<file path="src/rtl/imc_pkg.sv">
package imc_pkg;

   localparam int unsigned IP_W  = 32;
   localparam int unsigned MAC_W = 48;

   // request kinds carried on req_tuser
   localparam logic REQ_UPDATE = 1'b0;
   localparam logic REQ_LOOKUP = 1'b1;

   typedef logic [IP_W-1:0]  ip_type;
   typedef logic [MAC_W-1:0] mac_type;

endpackage

</file>
<file path="src/rtl/ip_to_mac_cache_round_robin.sv">
// Channel | Dir | tdata (low bit up)                  | tuser
// --------+-----+-------------------------------------+----------------------------
// req_    | in  | ip_addr[31:0], new_mac[79:32]       | req_type (0 update, 1 lookup)
// rsp_    | out | mac_out[47:0]                       | hit
//
// One comparator walks the filled entries in turn: the key memory is read at the scan
// index and the registered word is compared against the requested address. The scan stops
// at the first match, else covers all filled entries; an update then writes the table,
// and a lookup emits its result. The block takes one request at a time.
// A lookup result waits in the output register while the next request is accepted;
// only a second lookup stalls, at its last step, until that result has been taken.
// Synchronous reset empties the table at once (fill count and victim pointer to zero).
module ip_to_mac_cache_round_robin
   import imc_pkg::*;
#(
   parameter int unsigned ENTRIES = 8
) (
   input  logic               clock,
   input  logic               reset,

   input  logic               req_tvalid,
   output logic               req_tready,
   input  logic [79:0]        req_tdata,   // ip_addr[31:0], new_mac[79:32]
   input  logic               req_tuser,   // req_type

   output logic               rsp_tvalid,
   input  logic               rsp_tready,
   output logic [47:0]        rsp_tdata,   // mac_out[47:0]
   output logic               rsp_tuser    // hit
);

   localparam int unsigned IDX_W = (ENTRIES > 1) ? $clog2(ENTRIES) : 1;
   localparam int unsigned CNT_W = $clog2(ENTRIES + 1);

   typedef enum logic [2:0] {
      ST_IDLE,
      ST_READ,
      ST_CMP,
      ST_RESOLVE,
      ST_EMIT
   } state_type;

   state_type           state_ff,  state_in;
   logic [IDX_W-1:0]    idx_ff,    idx_in;
   logic [IDX_W-1:0]    slot_ff,   slot_in;
   logic                found_ff,  found_in;
   logic [CNT_W-1:0]    fill_ff,   fill_in;
   logic [IDX_W-1:0]    victim_ff, victim_in;
   logic                op_ff,     op_in;
   ip_type              ip_ff,     ip_in;
   mac_type             new_mac_ff, new_mac_in;
   logic                rsp_valid_ff, rsp_valid_in;
   logic                rsp_hit_ff,   rsp_hit_in;
   mac_type             rsp_mac_ff,   rsp_mac_in;

   ip_type              key_mem_ff [ENTRIES];
   mac_type             mac_mem_ff [ENTRIES];
   ip_type              key_rd_ff;
   mac_type             mac_rd_ff;

   logic                full;
   logic                idx_last;
   logic                mem_we;
   logic [IDX_W-1:0]    wr_slot;

   assign full     = (fill_ff == CNT_W'(ENTRIES));
   assign idx_last = ((CNT_W'(idx_ff) + CNT_W'(1)) == fill_ff);
   assign wr_slot  = found_ff ? slot_ff : (full ? victim_ff : fill_ff[IDX_W-1:0]);

   assign req_tready = (state_ff == ST_IDLE);
   assign rsp_tvalid = rsp_valid_ff;
   assign rsp_tdata  = rsp_mac_ff;
   assign rsp_tuser  = rsp_hit_ff;

   always_comb begin
      state_in     = state_ff;
      idx_in       = idx_ff;
      slot_in      = slot_ff;
      found_in     = found_ff;
      fill_in      = fill_ff;
      victim_in    = victim_ff;
      op_in        = op_ff;
      ip_in        = ip_ff;
      new_mac_in   = new_mac_ff;
      rsp_valid_in = rsp_valid_ff & ~rsp_tready;
      rsp_hit_in   = rsp_hit_ff;
      rsp_mac_in   = rsp_mac_ff;
      mem_we       = 1'b0;

      unique case (state_ff)
         ST_IDLE: begin
            if (req_tvalid) begin
               op_in      = req_tuser;
               ip_in      = req_tdata[IP_W-1:0];
               new_mac_in = req_tdata[IP_W +: MAC_W];
               idx_in     = '0;
               found_in   = 1'b0;
               // empty table: nothing to scan
               state_in   = (fill_ff == '0) ? ST_RESOLVE : ST_READ;
            end
         end
         ST_READ: begin
            state_in = ST_CMP;
         end
         ST_CMP: begin
            if (key_rd_ff == ip_ff) begin
               found_in = 1'b1;
               slot_in  = idx_ff;
               state_in = ST_RESOLVE;
            end else if (idx_last) begin
               state_in = ST_RESOLVE;
            end else begin
               idx_in   = idx_ff + IDX_W'(1);
               state_in = ST_READ;
            end
         end
         ST_RESOLVE: begin
            if (op_ff == REQ_LOOKUP) begin
               state_in = ST_EMIT;
            end else begin
               mem_we   = 1'b1;
               state_in = ST_IDLE;
               if (!found_ff) begin
                  if (!full) begin
                     fill_in = fill_ff + CNT_W'(1);
                  end else begin
                     victim_in = (victim_ff == IDX_W'(ENTRIES - 1)) ? '0
                                                                     : victim_ff + IDX_W'(1);
                  end
               end
            end
         end
         ST_EMIT: begin
            // hold until the output register is free
            if (!rsp_valid_ff || rsp_tready) begin
               rsp_valid_in = 1'b1;
               rsp_hit_in   = found_ff;
               rsp_mac_in   = found_ff ? mac_rd_ff : '0;
               state_in     = ST_IDLE;
            end
         end
         default: begin
            state_in = ST_IDLE;
         end
      endcase
   end

   always_ff @(posedge clock) begin
      idx_ff     <= idx_in;
      slot_ff    <= slot_in;
      found_ff   <= found_in;
      op_ff      <= op_in;
      ip_ff      <= ip_in;
      new_mac_ff <= new_mac_in;
      rsp_hit_ff <= rsp_hit_in;
      rsp_mac_ff <= rsp_mac_in;
      if (reset) begin
         state_ff     <= ST_IDLE;
         fill_ff      <= '0;
         victim_ff    <= '0;
         rsp_valid_ff <= 1'b0;
      end else begin
         state_ff     <= state_in;
         fill_ff      <= fill_in;
         victim_ff    <= victim_in;
         rsp_valid_ff <= rsp_valid_in;
      end
   end

   // table storage: one write port, one registered read port each
   always_ff @(posedge clock) begin
      if (mem_we) begin
         if (!found_ff) begin
            key_mem_ff[wr_slot] <= ip_ff;
         end
         mac_mem_ff[wr_slot] <= new_mac_ff;
      end
      key_rd_ff <= key_mem_ff[idx_ff];
      mac_rd_ff <= mac_mem_ff[slot_ff];
   end

endmodule

</file>
<file path="config.mk">
export PLATFORM = sky130hd
export DESIGN_NAME = ip_to_mac_cache_round_robin
export DESIGN_NICKNAME = d
export VERILOG_FILES = /design/src/rtl/imc_pkg.sv /design/src/rtl/ip_to_mac_cache_round_robin.sv
export SDC_FILE = /design/constraint.sdc
export NUM_CORES = 1
export LEC_CHECK = 0
export BUFFER_PORTS_ARGS = -buffer_cell sky130_fd_sc_hd__buf_2
export CAP_MARGIN = 20
export CORE_UTILIZATION = 52
export DETAILED_ROUTE_END_ITERATION = 8
export PLACE_DENSITY = 0.8
export SLEW_MARGIN = 20
export SYNTH_ARGS = -nofsm -noshare
export SYNTH_HDL_FRONTEND = slang
export SYNTH_SLANG_ARGS = --single-unit
</file>
<file path="constraint.sdc">
create_clock -name clock -period 5.8 [get_ports clock]
set_input_delay 0.87 -clock clock [delete_from_list [all_inputs] [get_ports clock]]
set_output_delay 0.87 -clock clock [all_outputs]
set_load 0.02 [all_outputs]
</file>
Word level (Yosys, flattened, before mapping)

Memory sizes are Yosys's and may differ from the RTL's. A register that Yosys moved wholly into a read port is not among the register bits.
Cells that the tools add are included.

Register bits after elaboration: 148
Latch bits: 0
Logic and storage cells: 75
Output and inout port bits: 51
Input port bits: 85
Memory bits (read-only): 0
Bits in writable memories: 640
Memories kept: 2

Memory list:

| name       | words | bits a word | rd ports | clocked after Yosys merged registers in | write ports | line                              | RTL |
|---|---|---|---|---|---|---|---|
| mac_mem_ff | 8     | 48          | 1        | 1                                       | 1           | ip_to_mac_cache_round_robin.sv:57 | `mac_type mac_mem_ff [ENTRIES];` |
| key_mem_ff | 8     | 32          | 1        | 1                                       | 1           | ip_to_mac_cache_round_robin.sv:56 | `ip_type key_mem_ff [ENTRIES];` |

Add/subtract/negate cells: 4
Div/mod/pow operators: 0
Reductions and logical operators: 13
Shift-type cells: 0
Bitwise gates (word level): 5
Mux-type cells: 26
Eq/ne operators: 13
$lt $le $gt $ge: 0
Multiply operators: 0

Operators by type and width:

| kind                  | number |
|---|---|
| $eq A32 B32 Y1        | 1 |
| $mux W3               | 9 |
| $pmux W3 S5           | 1 |
| $reduce_and A4 Y1     | 3 |
| $mux W1               | 11 |
| $ne A2 B2 Y1 const B  | 5 |
| $reduce_and A2 Y1     | 4 |
| $add A3 B1 Y3 const B | 2 |
| $eq A3 B2 Y1 const B  | 2 |
| $eq A3 B3 Y1 const B  | 2 |
| $mux W2               | 3 |
| $pmux W3 S2           | 1 |
| $add A3 B1 Y4 const B | 1 |
| $add A4 B1 Y4 const B | 1 |
| $eq A4 B4 Y1          | 1 |
| $eq A4 B4 Y1 const B  | 1 |
| $logic_not A4 Y1      | 1 |
| $not A1 Y1            | 4 |
| $eq A3 B1 Y1 const B  | 1 |
| $logic_not A3 Y1      | 1 |
| $reduce_and A3 Y1     | 1 |
| $pmux W1 S2           | 1 |
| $reduce_bool A2 Y1    | 1 |
| $and A1 B1 Y1         | 1 |
| other kinds (2)       | 2 |

Longest topological paths before layout

Gate-level depths: netlist (run 1).

Depth after elaboration: 5
Mapped depth: 9
Depth with buffers taken out: 8

Worst setup path after synthesis (run 1)

No wires, ideal clock.

Path kind: reg-to-reg
Start point: register fill_ff[1]
End point: memory mac_mem_ff[7][0] in the netlist's numbering, enable pin
Slack: 1751 ps
Path buffers: 1
Library setup time: 454 ps
Period minus slack after synthesis: 4049 ps
Arrival time: 3595 ps
Stages on the path, launching flop included: 9
Required time: 5346 ps
Cells stage by stage: dfxtp_1 clkbuf_1 inv_1 ha_1 nand3b_1 mux2_2 nor2_1 a31oi_1 nor2_1

Word-level cells in the longest chain between the ends: 3

RTL lines:

| item                      | line                               | RTL |
|---|---|---|
| from (decl)               | ip_to_mac_cache_round_robin.sv:47  | `logic [CNT_W-1:0] fill_ff, fill_in;` |
| from (signal assigned)    | ip_to_mac_cache_round_robin.sv:164 | `fill_ff <= fill_in;` |
| $eq A4 B4 Y1              | ip_to_mac_cache_round_robin.sv:66  | `assign full = (fill_ff == CNT_W'(ENTRIES));` |
| $mux W3 (*) (2 in series) | ip_to_mac_cache_round_robin.sv:68  | `assign wr_slot = found_ff ? slot_ff : (full ? victim_ff : fill_ff[IDX_W-1:0]);` |
| to (decl)                 | ip_to_mac_cache_round_robin.sv:57  |  |

Every way passes the cells marked *; elsewhere a longest branch is shown, timed or not.

Final worst setup path (run 1)

Start point: register fill_ff[0]
End point: memory mac_mem_ff[3][15] in the netlist's numbering, enable pin

Same word-level chain as after synthesis.

==> results of run 1 <==
[power breakdown]
| part | total (mW) | internal [mW] | switching (mW) |
|---|---|---|---|
| Combinational | 0.514 | 0.256 | 0.258 |
| Sequential | 7.11 | 6.97 | 0.140 |
| Clock | 5.26 | 2.96 | 2.30 |
| Total | 12.9 | 10.2 | 2.70 |
[routing by layer]
metal  part of all wire (%)  GRT usage, %  vias to the layer above
met5                  0.039             0                        -
met2                     51          33.5                      544
met4                    2.2          6.08                        4
met3                    7.3          4.40                       92
met1                     39          26.2                     7316
li1                       -             -                     5956
[registers in the layout, summed over array words and instances, names as in the netlist, 4 cells and up]
register    flops
key_mem_ff    256
new_mac_ff     48
rsp_tdata      48
ip_ff          32
mac_rd_ff      48
mac_mem_ff    384
fill_ff         4
key_rd_ff      32
[layout make-up]
| type | instances | area, um^2 | area share, % |
|---|---|---|---|
| Clock buffer | 117 | 2270 | 6.37 |
| Clock inverter | 38 | 392 | 1.10 |
| Inverter | 6 | 22.5 | 0.0630 |
| Multi-Input combinational cell | 439 | 5940 | 16.6 |
| Sequential cell | 868 | 25200 | 70.4 |
| Tap cell | 773 | 967 | 2.71 |
| Timing Repair Buffer | 166 | 981 | 2.75 |
[metrics by stage]
step                      area [um^2]  std cells  utilization [%]  total power, mW  hold slack, ns
after detailed placement        33000       2250             55.7             7.76           0.494
after floorplan                 31300       1372                -             7.58           0.421
after global routing            35700       2407             60.3             13.3           0.378
after CTS                       35700       2405             60.2             13.0           0.364
after global placement          33000       2249             55.7             7.73           0.492
final                           35700       2407             60.3             12.9           0.401
[synthesized netlist by cell type, drive strengths merged]
cell     number  area (um^2)
edfxtp      777        23300
mux4        160         3600
dfxtp        91         1820
mux2         81          912
and2         51          319
nor2         39          146
buf          36          228
xnor2        33          289
clkbuf       23         86.3
nand2        11         41.3
mux2i         8         80.1
nand4         8         50.1
inv           6         22.5
a21oi         5         25.0
a31oi         5         31.3
ha            5         62.6
nor2b         5         31.3
xor2          5         43.8
nor3          3         15.0
and2b         2         15.0
nand3         2         10.0
nand3b        2         15.0
nand4b        2         17.5
nor4          2         12.5
a2111oi       1         15.0
a211oi        1         7.51
a31o          1         8.76
and4          1         8.76
and4bb        1         12.5
nand2b        1         6.26
o211ai        1         7.51
o21ai         1         5.00
or2           1         6.26
or4           1         7.51
[worst min-delay path by stage]
stage | start | endpoint | slack [ns] | cells after the start
after CTS | req_tdata[57] | new_mac_ff[25] | 0.36 | 1
after global routing | req_tdata[75] | new_mac_ff[43] | 0.38 | 1
after global placement | mac_rd_ff[30] | rsp_tdata[30] | 0.49 | 1
after detailed placement | mac_rd_ff[35] | rsp_tdata[35] | 0.49 | 1
after floorplan | idx_ff[2] | slot_ff[2] | 0.42 | 0
final | req_tdata[72] | new_mac_ff[40] | 0.40 | 1
[cells by family (layout without fill, tap and decap cells)]
kind of cell	Yosys count	after routing	share of synthesized area (%)
and+or+nand+nor	132	132	2.28
muxes	249	249	14.7
adders and majority gates	5	5	0.200
AOI/OAI and AO/OA	15	15	0.320
buffers and inverters	65	327	1.08
DFF	868	868	80.4
xor gates and xnor gates	38	38	1.06
==> out/qor.txt, run 1 <==
worst hold-check path type: input port to register
HPWL after detailed placement: 31200 um
CP endpoint kind: register
worst setup path class: register to register
Worst Path Required: 6.10 ns
WL final: 58800 um
fin. max-slew vios: 0
latest clock arrival within the worst-skew pair: 0.64 ns
delay-heaviest family, CP: simple AND/OR/NAND/NOR gates
Crit. Startpoint: fill_ff[0]
max-cap violations: 0
antenna cells: 0
status: finished, violations left
max_slew headroom: 30.7%
CP max stage delay: 0.88 ns
Initial Util: 52.8%
Peak Freq: 0.288 GHz
row count: 89
hold-fix buffers at CTS: 0
Tmin final: 3.47 ns
DIE HEIGHT: 247 um
via count: 13900
R2R Setup Slk: 2.33 ns
most common cell after layout, fill and taps aside: edfxtp_1
DR iter-0 viols: 1195
Wirelength per Cell: 24.4 um
period utilization: 59.9%
leading cell types in the layout, fill and taps excluded: edfxtp_1, mux4_2, buf_2
Detail Route Antenna Nets: 0
Die Area: 61200 um^2
CTS tree: built
pre-CTS WS: 2.25 ns
pin count of the biggest net entering global routing: 100
IO buf count: 135
final hold violation count: 0
worst setup margin: 2.33 ns
CTS sink cnt: 868
Reg2Reg Depth: 8
peak supply drop: 290 uV
Die X-Extent: 247 um
H-tree Lvls: 3
P_leak: 11.6 nW
pwr/cell area: 361 nW/um^2
syn nets: 1462
Layout area overhead: 14.2%
CP endpoint: mac_mem_ff[3][15]
via/cell ratio: 5.78
reg2reg start: fill_ff[0]
CP Launch Type: register
crit-path max FO: 29
Synth warnings: 0
cells after synthesis: 1372
gpl congestion: 0.736
synthesis-stage register bit count: 868
Setup TNS: 0 ns
skew final: 0.0185 ns
global-route wire length before repair: 89300 um
CP Depth: 8
syn avg cell area: 22.8 um^2
Num CTS Buffers: 83
CP Cell Sequence: inv_1 -> ha_1 -> nand3b_1 -> mux2_2 -> nor2_1 -> a31oi_1 -> nor2_4 -> buf_4
residual DRC count: 18
# fillers: 3948
failing checks: design-rule violations
Synth Cell Area: 31300 um^2
I/O pin count: 136
RSZ-0062 raised after global routing: false
grt ovf: 0
Post-CTS Setup Inserts: 0
Distinct cells, synth: 39
fin nets: 1654
Arr. time, crit path: 3.77 ns
Worst Tran Pin Value: 1.04 ns
number of global-route vias before repair: 14700
CP max-delay cell: nor2_4
r2r endpoint: mac_mem_ff[3][15]
layout cell share with drive strength beyond 1: 33.8%
Worst Path Buf+Inv: 2
Core ar.: 59200 um^2
clock root buffer: clkbuf_16
initial antenna violation count: 2
clock tree buffer depth: 3
router iterations before antenna repair: 7
Finish-stage setup viols: 0
clk slew on worst S/H paths: 0.06 ns
sequential share of the synthesized area: 80.4%
post-cts resize count: 0
GR Util All Layers: 19.9%
Note: power is estimated with default switching activity, not from simulation.
==> run 2, diff against run 1 <==
--- a/config.mk
+++ b/config.mk
@@ -5,11 +5,12 @@
 export SDC_FILE = /design/constraint.sdc
 export NUM_CORES = 1
 export LEC_CHECK = 0
+export ABC_AREA = 1
 export BUFFER_PORTS_ARGS = -buffer_cell sky130_fd_sc_hd__buf_2
 export CAP_MARGIN = 20
 export CORE_UTILIZATION = 52
 export DETAILED_ROUTE_END_ITERATION = 8
-export PLACE_DENSITY = 0.8
+export PLACE_DENSITY = 0.83
 export SLEW_MARGIN = 20
 export SYNTH_ARGS = -nofsm -noshare
 export SYNTH_HDL_FRONTEND = slang
==> constraint.sdc (replaced) <==
create_clock -name clock -period 2.8 [get_ports clock]
set_input_delay 0.42 -clock clock [delete_from_list [all_inputs] [get_ports clock]]
set_output_delay 0.42 -clock clock [all_outputs]
set_load 0.02 [all_outputs]
==> out/qor.txt, run 2 <==
period utilization: 94.3%
sequential share of the synthesized area: 78.5%
DP Area: 33900 um^2
top-area cell type share of the netlist area: 72.8%
fin nets: 2670
delay-heaviest family, CP: simple AND/OR/NAND/NOR gates
post-synthesis async set-or-reset flop share: 0%
top post-synthesis cells by count: edfxtp_1, nor2_1, o21ai_0, nand2_1, inv_1
Initial Util: 52.9%
Arr. time, crit path: 2.96 ns
CP max stage delay: 0.37 ns
CP Launch Type: register
Die X-Extent: 250 um
CTS tree: built
most common cell in the netlist: edfxtp_1
residual DRC count: 0
I/O pin count: 136
clock tree buffer depth: 3
CP Cell Sequence: inv_1 -> ha_1 -> nand3_4 -> a21oi_1 -> o21ai_1 -> o21ai_2 -> nand2_4 -> nor2_4 -> buf_4
Reg with most FFs: mac_mem_ff
syn nets: 2457
Layout area overhead: 16.8%
clk slew on worst S/H paths: 0.06 ns
pin count of the biggest net entering global routing: 193
via count: 19700
DR iter-0 viols: 2660
router iterations before antenna repair: 6
worst hold margin: 0.0202 ns
Finish-stage setup viols: 0
Hold Path Stages: 1
Core ar.: 60600 um^2
pre-CTS WS: 0.0369 ns
max_slew headroom: 29.6%
GR Util All Layers: 22.2%
number of global-route vias before repair: 19900
synthesis-stage register bit count: 868
CP endpoint kind: register
worst setup path class: register to register
skew final: 0.0523 ns
cell taking the most area after synthesis: edfxtp_1
Reg2Reg Depth: 9
Final Total Pwr: 28.3 mW
initial antenna violation count: 1
Peak Freq: 0.379 GHz
min-delay src: req_tdata[76]
grt ovf: 0
flip-flop and latch area: 25200 um^2
number of enable flip-flop cells after synthesis: 777
status: finished clean
worst hold-check path type: input port to register
Design Area, Final: 37400 um^2
row count: 90
latest clock arrival within the worst-skew pair: 0.66 ns
synth top area cells: edfxtp_1, nor2_1, dfxtp_1, o21ai_0, a31oi_1
Largest regs: mac_mem_ff (384), key_mem_ff (256)
layout cell share with drive strength beyond 1: 12.9%
peak supply drop: 671 uV
crit-path max FO: 24
area of the multi-input gates: 6040 um^2
Worst Tran Pin Value: 1.06 ns
antenna cells: 0
Worst Path Buf+Inv: 2
CTS sink cnt: 868
Num CTS Buffers: 84
clock root buffer: clkbuf_16
CP max-delay cell: dfxtp_1
final hold violation count: 0
max-cap violations: 0
HPWL after detailed placement: 37100 um
P_leak: 13.1 nW
leading cell types in the layout, fill and taps excluded: edfxtp_1, nor2_1, o21ai_0
cells after synthesis: 2367
max FFs per register: 384
Main synth FF type: edfxtp_1
IO buf count: 135
Tmin final: 2.64 ns
WL final: 69800 um
syn avg cell area: 13.5 um^2
Synth warnings: 0
Wirelength per Cell: 20.3 um
fin. max-slew vios: 0
Die Area: 62600 um^2
global-route wire length before repair: 108000 um
most common cell after layout, fill and taps aside: edfxtp_1
Worst Path Required: 3.12 ns
via/cell ratio: 5.74
gpl congestion: 0.791
Synth Cell Area: 32000 um^2
worst setup margin: 0.159 ns
R2R Setup Slk: 0.16 ns
H-tree Lvls: 3
pwr/cell area: 755 nW/um^2
r2r endpoint: mac_mem_ff[4][18]
Hold EP: new_mac_ff[44]
Detail Route Antenna Nets: 0
Placed Cells: 3201
Non-Filler Instances: 3433
Distinct cells, synth: 33
DIE HEIGHT: 250 um
reg2reg start: fill_ff[0]
# fillers: 4010
## run 2: changes by cell type after synthesis, sizes merged, moves of 75 or more
cell,before,now
nor2,39,593
o21ai,1,326
mux4,160,0
nand2,11,125
inv,6,97
mux2,81,0
o22ai,0,80
a31oi,5,80
## run 2: area by class of cell
class	count	area share (%)
multi-input cells	1274	16.1
inverters	98	0.990
well taps	782	2.61
clock buffers	114	6.32
flip-flops and latches	868	67.2
repair buffers	254	5.60
clock inverters	43	1.13
## run 2: routing by layer
layer / share of wire [%] / routed length (um) / up-vias / GRT usage [%]
li1: - / - / 8885 / -
met1: 37 / 25900 / 9606 / 28.1
met2: 51 / 35700 / 1036 / 38.0
met3: 8.5 / 5920 / 177 / 3.91
met4: 3.3 / 2300 / 2 / 9.01
met5: 0.027 / 19 / - / 0
## run 2: metrics by stage
stage	TNS [ns]	utilization (%)
after global placement	0	55.9
after floorplan	-150.22	-
final	0	61.8
after CTS	0	61.7
after detailed placement	0	55.9
after global routing	-0.00131	61.8
## run 2: worst register-to-register path, stage by stage, from the launching register on
cell and delay (ns):
dfxtp_1 0.37, inv_1 0.13, ha_1 0.25, nand3_4 0.14
a21oi_1 0.18, o21ai_1 0.10, o21ai_2 0.25, nand2_4 0.31
nor2_4 0.23, buf_4 0.36
## run 2: what timing repair did
item | 4_1_cts | 5_1_grt
resized for setup | 0 | 1
hold buffers | 74 | 1
setup endpoints to repair | 0 | 280
hold endpoints to repair | 74 | 1
setup buffers | 0 | 0
## run 2: cells by family after synthesis
| kind of cell | synth area share, % |
|---|---|
| AND/OR/NAND/NOR | 8.91 |
| XOR/XNOR | 0.711 |
| adder cells (fa/ha/maj) | 0.195 |
| buffers and inverters | 3.19 |
| AO/OA/AOI/OAI | 8.48 |
| flip-flops | 78.5 |
## run 2: power breakdown
group	total, mW	internal [mW]	switching, mW
Clock	11.1	6.29	4.86
Combinational	2.11	0.734	1.38
Sequential	15.0	14.6	0.373
Total	28.3	21.6	6.61
## run 2: worst max path at each step
stage	from	endpoint	slack, ns	cells after the start
global route	fill_ff[0]	mac_mem_ff[6][36]	-0.001	9
floorplan	fill_ff[0]	mac_mem_ff[1][0]	-0.29	8
CTS	fill_ff[0]	mac_mem_ff[4][14]	0.03	9
detailed placement	fill_ff[0]	mac_mem_ff[4][30]	0.04	9
global placement	fill_ff[0]	mac_mem_ff[4][25]	0.17	9
finish	fill_ff[0]	mac_mem_ff[4][18]	0.16	9
